[config.mk]
export PLATFORM = sky130hd
export DESIGN_NAME = text_extent_measure_flat
export DESIGN_NICKNAME = d
export VERILOG_FILES = /design/src/sv/tem_pkg.sv /design/src/sv/tem_in_if.sv /design/src/sv/tem_out_if.sv /design/src/sv/tem_accum.sv /design/src/sv/text_extent_measure.sv /design/src/flat_wrapper.sv
export SDC_FILE = /design/constraint.sdc
export NUM_CORES = 2
export LEC_CHECK = 0
export BUFFER_PORTS_ARGS = -buffer_cell sky130_fd_sc_hd__clkbuf_2
export CORE_UTILIZATION = 35
export DETAILED_ROUTE_END_ITERATION = 8
export GPL_TIMING_DRIVEN = 0
export PLACE_DENSITY = 0.58
export SYNTH_ARGS = -nofsm -noshare
export SYNTH_HDL_FRONTEND = slang
export SYNTH_SLANG_ARGS = --single-unit
[constraint.sdc]
create_clock -name i_clk -period 13.8 [get_ports i_clk]
set_input_delay 2.07 -clock i_clk [delete_from_list [all_inputs] [get_ports i_clk]]
set_output_delay 2.07 -clock i_clk [all_outputs]
set_load 0.005 [all_outputs]
[src/sv/tem_pkg.sv]
// Shared types and constants of the text extent measurement block.
package tem_pkg;

    localparam int GLYPH_ENTRIES_DEF = 128;
    localparam int CFG_DATA_W = 24;
    localparam int FIX_W = 32;
    localparam int PX_W = 16;

    typedef logic [2:0] t_cfg_idx;

    localparam t_cfg_idx REG_FIRST_CHAR = 3'd0;
    localparam t_cfg_idx REG_GLYPH_COUNT = 3'd1;
    localparam t_cfg_idx REG_ALLOW_LOWERCASE = 3'd2;
    localparam t_cfg_idx REG_SCALE = 3'd3;
    localparam t_cfg_idx REG_LINE_HEIGHT = 3'd4;

    localparam logic [6:0] FIRST_CHAR_RST = 7'd32;
    localparam logic [7:0] GLYPH_COUNT_RST = 8'd0;
    localparam logic [23:0] SCALE_RST = 24'd65536;
    localparam logic [7:0] LINE_HEIGHT_RST = 8'd0;

    localparam logic OP_LOAD = 1'b0;
    localparam logic OP_CHAR = 1'b1;

    localparam logic [6:0] CHAR_END = 7'h00;
    localparam logic [6:0] CHAR_NEWLINE = 7'h0a;
    localparam logic [6:0] CHAR_LC_A = 7'h61;
    localparam logic [6:0] CHAR_LC_Z = 7'h7a;
    localparam logic [6:0] CASE_OFFSET = 7'd32;

    typedef enum logic [1:0] {
        KIND_GLYPH,
        KIND_NEWLINE,
        KIND_END
    } t_kind;

    typedef struct packed {
        logic             valid;
        t_kind            kind;
        logic [FIX_W-1:0] adv;
    } t_step;

endpackage

[src/sv/tem_in_if.sv]
// Request channel carrying glyph loads and string characters.
interface tem_in_if;
    logic       valid;
    logic       ready;
    logic       operation;
    logic [6:0] glyph_index;
    logic [7:0] glyph_width;
    logic       glyph_present;
    logic [7:0] char_code;

    modport source (
        output valid, operation, glyph_index, glyph_width, glyph_present, char_code,
        input  ready
    );
    modport sink (
        input  valid, operation, glyph_index, glyph_width, glyph_present, char_code,
        output ready
    );
endinterface

[src/sv/tem_out_if.sv]
// Result channel carrying the measured width and height of a string.
interface tem_out_if;
    logic        valid;
    logic        ready;
    logic [15:0] width_px;
    logic [15:0] height_px;

    modport source (
        output valid, width_px, height_px,
        input  ready
    );
    modport sink (
        input  valid, width_px, height_px,
        output ready
    );
endinterface

[src/sv/tem_accum.sv]
// Cursor, widest line and total height accumulators with saturation.
module tem_accum
    import tem_pkg::*;
(
    input  logic            i_clk,
    input  logic            i_rst_n,
    input  logic            i_en,
    input  t_step           i_step,
    input  logic            i_line_reload,
    input  logic [7:0]      i_line_height,
    output logic [PX_W-1:0] o_width_px,
    output logic [PX_W-1:0] o_height_px
);

    logic [FIX_W-1:0] r_cursor, n_cursor;
    logic [FIX_W-1:0] r_widest, n_widest;
    logic [FIX_W-1:0] r_total, n_total;
    logic [FIX_W:0]   w_cur_sum;
    logic [FIX_W:0]   w_tot_sum;
    logic [FIX_W-1:0] w_cur_sat;
    logic [FIX_W-1:0] w_tot_sat;

    assign w_cur_sum = {1'b0, r_cursor} + {1'b0, i_step.adv};
    assign w_tot_sum = {1'b0, r_total} + {1'b0, i_step.adv};
    assign w_cur_sat = w_cur_sum[FIX_W] ? {FIX_W{1'b1}} : w_cur_sum[FIX_W-1:0];
    assign w_tot_sat = w_tot_sum[FIX_W] ? {FIX_W{1'b1}} : w_tot_sum[FIX_W-1:0];

    always_comb begin
        n_cursor = r_cursor;
        n_widest = r_widest;
        n_total  = r_total;
        if (i_line_reload) begin
            n_total = {8'd0, i_line_height, 16'd0};
        end else if (i_en && i_step.valid) begin
            case (i_step.kind)
                KIND_END: begin
                    n_cursor = '0;
                    n_widest = '0;
                    n_total  = {8'd0, i_line_height, 16'd0};
                end
                KIND_NEWLINE: begin
                    n_cursor = '0;
                    n_total  = w_tot_sat;
                end
                KIND_GLYPH: begin
                    n_cursor = w_cur_sat;
                    if (w_cur_sat > r_widest) begin
                        n_widest = w_cur_sat;
                    end
                end
                default: begin
                    n_cursor = r_cursor;
                end
            endcase
        end
    end

    always_ff @(posedge i_clk) begin
        if (!i_rst_n) begin
            r_cursor <= '0;
            r_widest <= '0;
            r_total  <= {8'd0, LINE_HEIGHT_RST, 16'd0};
        end else begin
            r_cursor <= n_cursor;
            r_widest <= n_widest;
            r_total  <= n_total;
        end
    end

    assign o_width_px  = r_widest[FIX_W-1:FIX_W-PX_W];
    assign o_height_px = r_total[FIX_W-1:FIX_W-PX_W];

endmodule

[src/sv/text_extent_measure.sv]
// Top level of the text extent measurement block.
//
// Requests arrive on i_in. A load request writes one glyph table entry (width
// and presence) and yields no result. A character request advances the cursor
// by the scaled glyph width, a newline starts a new line, and a zero code ends
// the string and yields one result on o_out with the widest line and the total
// height in whole pixels, both saturated at 65535.
// Configuration registers are written through i_cfg_wr_en, i_cfg_index and
// i_cfg_data; the user must write them only while no string is in flight,
// which the block does not enforce. One request is taken every cycle unless
// the input stalls. A string end passes the glyph table read register and the
// width times scale multiply into the step register, then the result register,
// loaded as the accumulators clear. The input stalls only when a string end
// reaches the last stage while the previous result is still waiting to be
// taken. Reset clears the configuration to its defaults, marks every glyph
// absent and empties the pipeline; the glyph widths keep no reset value.
module text_extent_measure
    import tem_pkg::*;
#(
    parameter int GLYPH_ENTRIES = GLYPH_ENTRIES_DEF
) (
    input  logic                  i_clk,
    input  logic                  i_rst_n,
    tem_in_if.sink                i_in,
    tem_out_if.source             o_out,
    input  logic                  i_cfg_wr_en,
    input  t_cfg_idx              i_cfg_index,
    input  logic [CFG_DATA_W-1:0] i_cfg_data
);

    localparam int IDX_W = (GLYPH_ENTRIES > 1) ? $clog2(GLYPH_ENTRIES) : 1;
    localparam logic [7:0] ENTRIES_8 = 8'(GLYPH_ENTRIES);

    logic [6:0]  r_first_char;
    logic [7:0]  r_glyph_count;
    logic        r_allow_lc;
    logic [23:0] r_scale;
    logic [7:0]  r_line_height;

    logic [7:0]               r_width_mem [GLYPH_ENTRIES];
    logic [GLYPH_ENTRIES-1:0] r_present;
    logic [7:0]               r_w0;
    logic [7:0]               r_rd_width;

    logic        r1_valid;
    t_kind       r1_kind;
    logic        r1_hit;
    t_step       r2_step;

    logic        r_out_valid;
    logic [15:0] r_out_width;
    logic [15:0] r_out_height;

    logic             w_advance;
    logic             w_accept;
    logic             w_load_wr;
    logic [IDX_W-1:0] w_wr_idx;
    logic [6:0]       w_code;
    logic [6:0]       w_fold;
    logic [6:0]       w_diff;
    logic [7:0]       w_count;
    logic             w_in_range;
    logic [IDX_W-1:0] w_rd_idx;
    logic             w_hit;
    t_kind            w_kind;
    logic [7:0]       w_operand;
    logic [FIX_W-1:0] w_prod;
    logic [FIX_W-1:0] w_adv;
    logic             w_end_fire;
    logic             w_line_reload;
    logic [PX_W-1:0]  w_width_px;
    logic [PX_W-1:0]  w_height_px;

    assign w_advance = !(r2_step.valid && (r2_step.kind == KIND_END) &&
                         r_out_valid && !o_out.ready);
    assign i_in.ready = w_advance;
    assign w_accept = i_in.valid && w_advance;

    always_ff @(posedge i_clk) begin
        if (!i_rst_n) begin
            r_first_char  <= FIRST_CHAR_RST;
            r_glyph_count <= GLYPH_COUNT_RST;
            r_allow_lc    <= 1'b0;
            r_scale       <= SCALE_RST;
            r_line_height <= LINE_HEIGHT_RST;
        end else if (i_cfg_wr_en) begin
            case (i_cfg_index)
                REG_FIRST_CHAR:      r_first_char  <= i_cfg_data[6:0];
                REG_GLYPH_COUNT:     r_glyph_count <= i_cfg_data[7:0];
                REG_ALLOW_LOWERCASE: r_allow_lc    <= i_cfg_data[0];
                REG_SCALE:           r_scale       <= i_cfg_data[23:0];
                REG_LINE_HEIGHT:     r_line_height <= i_cfg_data[7:0];
                default: begin
                end
            endcase
        end
    end

    assign w_line_reload = i_cfg_wr_en && (i_cfg_index == REG_LINE_HEIGHT);

    // Character decode: case folding, table offset and range check.
    always_comb begin
        w_code = i_in.char_code[6:0];
        w_fold = w_code;
        if (!r_allow_lc && (w_code inside {[CHAR_LC_A:CHAR_LC_Z]})) begin
            w_fold = w_code - CASE_OFFSET;
        end
        w_diff = w_fold - r_first_char;
        w_count = (r_glyph_count > ENTRIES_8) ? ENTRIES_8 : r_glyph_count;
        w_in_range = (w_fold >= r_first_char) && ({1'b0, w_diff} < w_count);
        w_rd_idx = IDX_W'(w_diff);
        w_hit = w_in_range && r_present[w_rd_idx];
        if (w_code == CHAR_END) begin
            w_kind = KIND_END;
        end else if (w_code == CHAR_NEWLINE) begin
            w_kind = KIND_NEWLINE;
        end else begin
            w_kind = KIND_GLYPH;
        end
    end

    assign w_load_wr = w_accept && (i_in.operation == OP_LOAD) &&
                       ({1'b0, i_in.glyph_index} < ENTRIES_8);
    assign w_wr_idx = IDX_W'(i_in.glyph_index);

    always_ff @(posedge i_clk) begin
        if (w_load_wr) begin
            r_width_mem[w_wr_idx] <= i_in.glyph_width;
        end
        if (w_advance) begin
            r_rd_width <= r_width_mem[w_rd_idx];
        end
    end

    always_ff @(posedge i_clk) begin
        if (w_load_wr && (w_wr_idx == '0)) begin
            r_w0 <= i_in.glyph_width;
        end
    end

    always_ff @(posedge i_clk) begin
        if (!i_rst_n) begin
            r_present <= '0;
        end else if (w_load_wr) begin
            r_present[w_wr_idx] <= i_in.glyph_present;
        end
    end

    always_ff @(posedge i_clk) begin
        if (!i_rst_n) begin
            r1_valid <= 1'b0;
        end else if (w_advance) begin
            r1_valid <= w_accept && (i_in.operation == OP_CHAR);
        end
    end

    always_ff @(posedge i_clk) begin
        if (w_advance) begin
            r1_kind <= w_kind;
            r1_hit  <= w_hit;
        end
    end

    // Advance in 16.16: the glyph width, half of glyph zero, or a line height.
    always_comb begin
        if (r1_kind == KIND_NEWLINE) begin
            w_operand = r_line_height;
        end else if (r1_hit) begin
            w_operand = r_rd_width;
        end else begin
            w_operand = r_w0;
        end
        w_prod = FIX_W'(w_operand) * FIX_W'(r_scale);
        if ((r1_kind == KIND_GLYPH) && !r1_hit) begin
            w_adv = w_prod >> 1;
        end else begin
            w_adv = w_prod;
        end
    end

    always_ff @(posedge i_clk) begin
        if (!i_rst_n) begin
            r2_step <= '0;
        end else if (w_advance) begin
            r2_step.valid <= r1_valid;
            r2_step.kind  <= r1_kind;
            r2_step.adv   <= w_adv;
        end
    end

    tem_accum u_accum (
        .i_clk         (i_clk),
        .i_rst_n       (i_rst_n),
        .i_en          (w_advance),
        .i_step        (r2_step),
        .i_line_reload (w_line_reload),
        .i_line_height (w_line_reload ? i_cfg_data[7:0] : r_line_height),
        .o_width_px    (w_width_px),
        .o_height_px   (w_height_px)
    );

    assign w_end_fire = w_advance && r2_step.valid && (r2_step.kind == KIND_END);

    always_ff @(posedge i_clk) begin
        if (!i_rst_n) begin
            r_out_valid <= 1'b0;
        end else if (w_end_fire) begin
            r_out_valid <= 1'b1;
        end else if (o_out.ready) begin
            r_out_valid <= 1'b0;
        end
    end

    always_ff @(posedge i_clk) begin
        if (w_end_fire) begin
            r_out_width  <= w_width_px;
            r_out_height <= w_height_px;
        end
    end

    assign o_out.valid     = r_out_valid;
    assign o_out.width_px  = r_out_width;
    assign o_out.height_px = r_out_height;

endmodule

[src/flat_wrapper.sv]
// flat-port wrapper written by rule: the top's interface ports become plain ports
module text_extent_measure_flat import tem_pkg::*;
#(
    parameter int GLYPH_ENTRIES = GLYPH_ENTRIES_DEF
)
  (i_clk, i_rst_n, i_cfg_wr_en, i_cfg_index, i_cfg_data, i_in_valid, i_in_operation, i_in_glyph_index, i_in_glyph_width, i_in_glyph_present, i_in_char_code, i_in_ready, o_out_valid, o_out_width_px, o_out_height_px, o_out_ready);
  tem_in_if i_in_i ();
  tem_out_if o_out_i ();
  input  logic i_clk;
  input  logic i_rst_n;
  input  logic i_cfg_wr_en;
  input  t_cfg_idx i_cfg_index;
  input  logic [CFG_DATA_W-1:0] i_cfg_data;
  input wire logic [$bits(i_in_i.valid)-1:0] i_in_valid;
  input wire logic [$bits(i_in_i.operation)-1:0] i_in_operation;
  input wire logic [$bits(i_in_i.glyph_index)-1:0] i_in_glyph_index;
  input wire logic [$bits(i_in_i.glyph_width)-1:0] i_in_glyph_width;
  input wire logic [$bits(i_in_i.glyph_present)-1:0] i_in_glyph_present;
  input wire logic [$bits(i_in_i.char_code)-1:0] i_in_char_code;
  output wire logic [$bits(i_in_i.ready)-1:0] i_in_ready;
  output wire logic [$bits(o_out_i.valid)-1:0] o_out_valid;
  output wire logic [$bits(o_out_i.width_px)-1:0] o_out_width_px;
  output wire logic [$bits(o_out_i.height_px)-1:0] o_out_height_px;
  input wire logic [$bits(o_out_i.ready)-1:0] o_out_ready;
  assign i_in_i.valid = i_in_valid;
  assign i_in_i.operation = i_in_operation;
  assign i_in_i.glyph_index = i_in_glyph_index;
  assign i_in_i.glyph_width = i_in_glyph_width;
  assign i_in_i.glyph_present = i_in_glyph_present;
  assign i_in_i.char_code = i_in_char_code;
  assign i_in_ready = i_in_i.ready;
  assign o_out_valid = o_out_i.valid;
  assign o_out_width_px = o_out_i.width_px;
  assign o_out_height_px = o_out_i.height_px;
  assign o_out_i.ready = o_out_ready;
  text_extent_measure #(.GLYPH_ENTRIES(GLYPH_ENTRIES)) u_core (.i_clk(i_clk), .i_rst_n(i_rst_n), .i_in(i_in_i), .o_out(o_out_i), .i_cfg_wr_en(i_cfg_wr_en), .i_cfg_index(i_cfg_index), .i_cfg_data(i_cfg_data));
endmodule
# --- After elaboration in Yosys (flattened, before gate mapping) ---
# Memory sizes are Yosys's and may differ from the RTL's. A register that Yosys moved wholly into a read port is not among the register bits.
# Index checks and enable logic that the tools add are counted.
classes:
  n_addsub: 4
  multipliers: 1
  n_lt_le_gt_ge: 9
  eq_ne: 9
  muxes: 24
  bitwise: 3
  reduce_logical: 43
ops:
  columns: ["operator", "count"]
  rows:
  - ["$pmux W32 S2", 3]
  - ["$bwmux W128", 1]
  - ["$mux W32", 4]
  - ["$add A32 B32 Y33", 2]
  - ["$mux W24", 2]
  - ["$gt A32 B32 Y1", 1]
  - ["$mul A8 B24 Y32", 1]
  - ["$mux W8", 4]
  - ["$logic_and A1 B1 Y1", 16]
  - ["$lt A7 B8 Y1 const B", 2]
  - ["$logic_not A7 Y1", 2]
  - ["$reduce_and A2 Y1", 7]
  - ["$reduce_bool A2 Y1", 5]
  - ["$gt A8 B8 Y1 const B", 1]
  - ["$lt A7 B8 Y1", 1]
  - ["$bmux W1 S7", 1]
  - ["$demux W1 S7", 1]
  - ["$eq A7 B4 Y1 const B", 1]
  - ["$ge A7 B1 Y1 const B", 1]
  - ["$ge A7 B7 Y1", 1]
  - ["$ge A7 B7 Y1 const B", 1]
  - ["$le A7 B7 Y1 const B", 1]
  - ["$mux W1", 7]
  - ["$mux W7", 1]
  - ["other kinds (16)", 26]
word_totals:
  reg_bits: 352
  ram_bits: 1024
  in_bits: 57
  out_inout_bits: 34
  wordCells: 114
  mem_count: 1
mem_list:
  columns: ["name", "words", "width", "rd", "rd_clocked_by_memory_dff", "wr", "line_no", "text"]
  rows:
  - ["u_core.r_width_mem", 128, 8, 1, 1, 1, "text_extent_measure.sv:40", "logic [7:0] r_width_mem [GLYPH_ENTRIES];"]

# --- Longest topological paths before layout ---
depth:
  ltp_word: 9
  ltp_mapped: 25
  depth_no_buf: 22

# --- Cells and area by module ---
# Synthesis repeated with hierarchy kept, for this count alone.
hier_totals:
  cells_unflattened: 4544
  area_unflattened_um2: 64561.9
by_module_without_submodules:
  columns: ["module", "instances", "cells_per_inst", "area_per_inst_um2", "seq_area_each_um2"]
  rows:
  - ["text_extent_measure", 1, 3556, 56705.6, 36545.0]
  - ["tem_accum", 1, 988, 7856.3, 1921.8]

# --- Least setup slack after synthesis ---
# OpenSTA, ideal clock, no wires.
synth_timing:
  path_kind: "flip-flop to flip-flop"
  startpoint: "reg u_core.r1_kind[1]"
  endpoint: "reg u_core.r2_step[25] in the netlist's numbering"
  setup_time_ns: 0.155
  arrival_ns: 5.639
  required_time_ns: 13.645
  slack_ns: 8.006
  stages_incl_launch_ff: 23
  n_path_buf: 2
  synth_period_minus_slack_ns: 5.794
  cell_sequence: "edfxtp_1 > nor2b_1 > clkbuf_1 > nor2_1 > a21oi_1 > clkbuf_1 > nor2b_1 > fa_1 > fa_1 > fa_1 > inv_1 > fa_1 > inv_1 > ha_1 > and2_1 > a221o_1 > a31oi_1 > nand2_1 > a21boi_0 > a31oi_1 > xor2_1 > o21ai_0 > a21oi_1"
synth_between:
  elab_chain_len: 4
  word_cells_on_any_way: 6
  cone_classes: "mul (1); eq/ne (1); mux (2); reduce/logical (2)"
synth_lines:
  columns: ["item", "line_no", "text"]
  rows:
  - ["start: declaration", "text_extent_measure.sv:46", "t_kind r1_kind;"]
  - ["start signal: assignment", "text_extent_measure.sv:159", "r1_kind <= w_kind;"]
  - ["$eq A2 B1 Y1", "text_extent_measure.sv:166", "if (r1_kind == KIND_NEWLINE) begin"]
  - ["$mux W8", "text_extent_measure.sv:166", null]
  - ["$mul A8 B24 Y32", "text_extent_measure.sv:173", "w_prod = FIX_W'(w_operand) * FIX_W'(r_scale);"]
  - ["$mux W32 *", "text_extent_measure.sv:174", "if ((r1_kind == KIND_GLYPH) && !r1_hit) begin"]
  - ["end: declaration", "text_extent_measure.sv:48", "t_step r2_step;"]
# Mark *: on every way between the ends. The rest lies on a longest branch, timed or not.
# A chain may end at the register's enable or synchronous reset.

# --- Worst setup path in the final report ---
layout_timing:
  startpoint: "in o_out_ready"
  endpoint: "out i_in_ready"
layout_between:
  elab_chain_len: 3
layout_lines:
  columns: ["item", "line_no", "text"]
  rows:
  - ["start: declaration", "flat_wrapper.sv:24", "input wire logic [$bits(o_out_i.ready)-1:0] o_out_ready;"]
  - ["$logic_not A1 Y1", "text_extent_measure.sv:75", "r_out_valid && !o_out.ready);"]
  - ["$logic_and A1 B1 Y1", "text_extent_measure.sv:75", null]
  - ["$logic_not A1 Y1", "text_extent_measure.sv:74", "assign w_advance = !(r2_step.valid && (r2_step.kind == KIND_END) &&"]
  - ["end: declaration", "flat_wrapper.sv:20", "output wire logic [$bits(i_in_i.ready)-1:0] i_in_ready;"]
# No other way between the ends.

==> summary.txt <==
Outcome
  – Status: finished, final reports clean

Setup path
  – Worst reg2reg path depth: 21
  – Worst Path Buf+Inv: 6
  – CP Depth: 8
  – Critical path's top delay family: buffers and inverters
  – Slowest-stage cell, CP: clkbuf_1
  – Worst Path Arrival: 5270 ps
  – Critical path type: input pin to primary output
  – Setup slack, reg-to-reg: 6510 ps
  – R2r startpoint: u_core.r1_hit
  – CP startpoint: o_out_ready
  – CP max FO: 21
  – Crit path largest cell delay: 1010 ps
  – Worst setup path end: i_in_ready
  – Critical path endpoint category: primary output
  – CP required: 11730 ps
  – Critical-path cell list: clkbuf_2 > nand2b_1 > nor2_1 > inv_1 > clkbuf_1 > buf_1 > clkbuf_1 > clkbuf_2
  – Worst reg2reg path endpoint: u_core.r2_step[25]
  – Startpoint types: input pin

Global routing
  – GRT Overall Usage: 0.189
  – Vias in the first global route: 38900
  – Initial antenna violation count: 16
  – Remaining Overflow, GRT: 0
  – Pin count of the biggest net entering global routing: 130
  – First-pass GRT wire length: 258000 um

Synth
  – Yosys top cell by area: edfxtp_1
  – Async S/R FF share, synth: 0
  – Post-Syn Nets: 4839
  – Commonest cells in the netlist: edfxtp_1 (1075), nand2_1 (439), mux4_2 (361)
  – Yosys warns: 0
  – Fraction of the yosys area taken by sequential cells: 0.600
  – Yosys reg bits: 1384
  – Post-synth top area share: 0.504
  – Most frequent cell after synthesis: edfxtp_1
  – Mapped Cells: 4481
  – Syn Area/Cell: 14.3 sq um
  – Synth top area cells: edfxtp_1 (50%), mux4_2 (13%), dfxtp_1 (9.6%)
  – Main synth FF type: edfxtp_1
  – Number of synthesized flops with an enable pin: 1075
  – Synth cell types: 82
  – Cell Area, Synth: 64100 sq um

Finish
  – Final Cell Area: 72400 sq um
  – Nets: 5077
  – Layout Cells excl Fill: 7213
  – Layout cells sized above 1: 0.155
  – Area grow syn2layout: 12.9%

Floorplanning
  – Die ar.: 185000 sq um
  – Die W: 430 um
  – I/O pin total: 91
  – Row Count: 156
  – Starting Density: 0.354
  – Die span in y: 430 um
  – Total core area: 181000 sq um

STA
  – Worst setup margin: 6460 ps
  – Worst-Margin Slew: 1420 ps
  – Setup Skew: 39.1 ps
  – Fmax: 0.136 GHz
  – Fin. Hold Viols: 0
  – TNS Setup: 0 ps
  – Fin crit period: 7340 ps
  – Max Slew Vio Count: 0
  – Max_slew headroom: 0.0537
  – Final setup fails: 0
  – Hold_ws: 442 ps
  – Final worst path period share: 0.532
  – RSZ-0062 raised after global routing: no

Drt
  – Routed WL: 176000 um
  – Routed len/inst: 24.4 um
  – Post-route ant nets: 0
  – Via/cell ratio: 5.44
  – Iteration count of the initial detailed-routing pass: 7
  – Initial DRC Count: 3676
  – # DRC: 0
  – Vias: 39300

Place
  – PortBufs: 88
  – Dpl cells: 6946
  – Final HPWL DP: 124000 um
  – Placer Congestion: 0.907
  – Placed Area: 67700 sq um
  – Post-Place Setup Slack: 6480 ps

Clock tree
  – CTS tree: done
  – Post-CTS Hold Buffers: 0
  – Clock Tree Buf Depth: 3
  – Insertion delay to the later sink of the worst-skew pair: 800 ps
  – Clock transition at path regs: 60 ps
  – CTS resizes: 0
  – Max H-tree Level: 4
  – Post CTS Setup Buffer Count: 0
  – CTS buffer count: 141
  – Clock Sinks: 1384
  – Root buffer cell: clkbuf_16

Min path
  – Hold Path Class: register to register

Power
  – Leakage: 0.0251 uW
  – Cell area power density: 127 nW/um^2
  – Max IR drop VDD: 0.122 mV

Run
  – Max cap viols: 0
==> power by group <==
part	internal, uW	switching (uW)
clock network	2160	1670
logic	320	536
registers	4520	24.8
total	7000	2230
==> area by class of cell <==
class | instances | area, sq um
clock inverters | 62 | 694
clock buffers | 197 | 3890
flip-flops and latches | 1384 | 38500
plain buffers | 247 | 1050
inverters | 208 | 781
multi-input cells | 2642 | 23800
fillers | 16800 | 109000
well taps | 2370 | 2970
repair buffers | 95 | 659
diodes | 8 | 20.0
==> cell families (layout without fill, tap and decap cells) <==
group | count (synthesis) | count (layout) | synth area share
adders and majority gates | 301 | 301 | 0.0746
xor gates and xnor gates | 80 | 80 | 0.0110
muxes | 407 | 407 | 0.134
and+or+nand+nor | 1019 | 1019 | 0.0722
other | 0 | 8 | 0
AOI/OAI and AO/OA | 835 | 835 | 0.0793
DFF | 1384 | 1384 | 0.600
buffers and inverters | 455 | 809 | 0.0285
==> state kept, by name, summed over array words and instances, names as in the netlist, 16 cells and up <==
register                 flops
u_core.u_accum.r_total      32
u_core.r_present           128
u_core.u_accum.r_cursor     32
u_core.r_scale              24
u_core.u_accum.r_widest     32
u_core.o_out.width_px       16
u_core.o_out.height_px      16
u_core.r2_step              35
u_core.r_width_mem        1024
==> per-stage QoR <==
stage               utilization  power, uW
finish                    0.399       9220
global placement          0.372       5480
floorplan                     -       5130
CTS                       0.399       9280
detailed placement        0.374       5480
global route              0.399       9500
==> metal layers <==
metal  wire [um]  up-vias  GRT usage
li1            -    17400          -
met1       74900    20200      0.253
met2       84200     1399      0.306
met3       11800      318     0.0362
met4        5450       10     0.0669
met5          65        -          0
==> worst reg2reg max path, cell delays in order (launching register included) <==
cell      delay [ps]
edfxtp_1         320
clkbuf_1         530
mux2i_1          200
o21ai_0         1000
clkbuf_1         500
and2_1           220
fa_1             430
fa_1             470
fa_1             500
inv_1             50
fa_1             480
inv_1             40
ha_1             320
and2_1           210
a221o_1          360
a31oi_1          240
nand2_1          160
a21boi_0         360
a31oi_1          160
xor2_1           190
o21ai_0          290
a21oi_1          120
==> layout by cell type (no fill, tap or decap), types with 13 or more instances in the layout <==
master / count
a211oi_1: 16
a21o_1: 58
a21oi_1: 292
a22o_1: 26
a31oi_1: 14
and2_1: 91
and3_1: 16
buf_1: 33
buf_2: 51
clkbuf_1: 195
clkbuf_16: 144
clkbuf_2: 80
clkinv_1: 25
clkinv_2: 13
dfxtp_1: 309
edfxtp_1: 1075
fa_1: 135
ha_1: 166
inv_1: 208
mux2_2: 19
mux2i_1: 27
mux4_2: 361
nand2_1: 439
nand2b_1: 30
nand3_1: 34
nand4_1: 15
nor2_1: 247
nor2b_1: 79
nor3_1: 31
o211ai_1: 13
o21a_1: 22
o21ai_0: 236
o21ai_1: 20
o22ai_1: 15
o2bb2ai_1: 21
xnor2_1: 46
xor2_1: 32
==> worst min-delay path by stage <==
stage / endpoint / startpoint / depth (start not counted)
after floorplan: u_core.u_accum.r_total[0] / u_core.u_accum.r_total[0] / 2
after global placement: u_core.u_accum.r_total[11] / u_core.u_accum.r_total[11] / 2
after detailed placement: u_core.u_accum.r_total[0] / u_core.u_accum.r_total[0] / 2
after CTS: u_core.u_accum.r_total[0] / u_core.u_accum.r_total[0] / 2
after global routing: u_core.u_accum.r_total[15] / u_core.u_accum.r_total[15] / 2
final: u_core.u_accum.r_total[0] / u_core.u_accum.r_total[0] / 2
No activity file was read; power rests on OpenSTA's default activity.
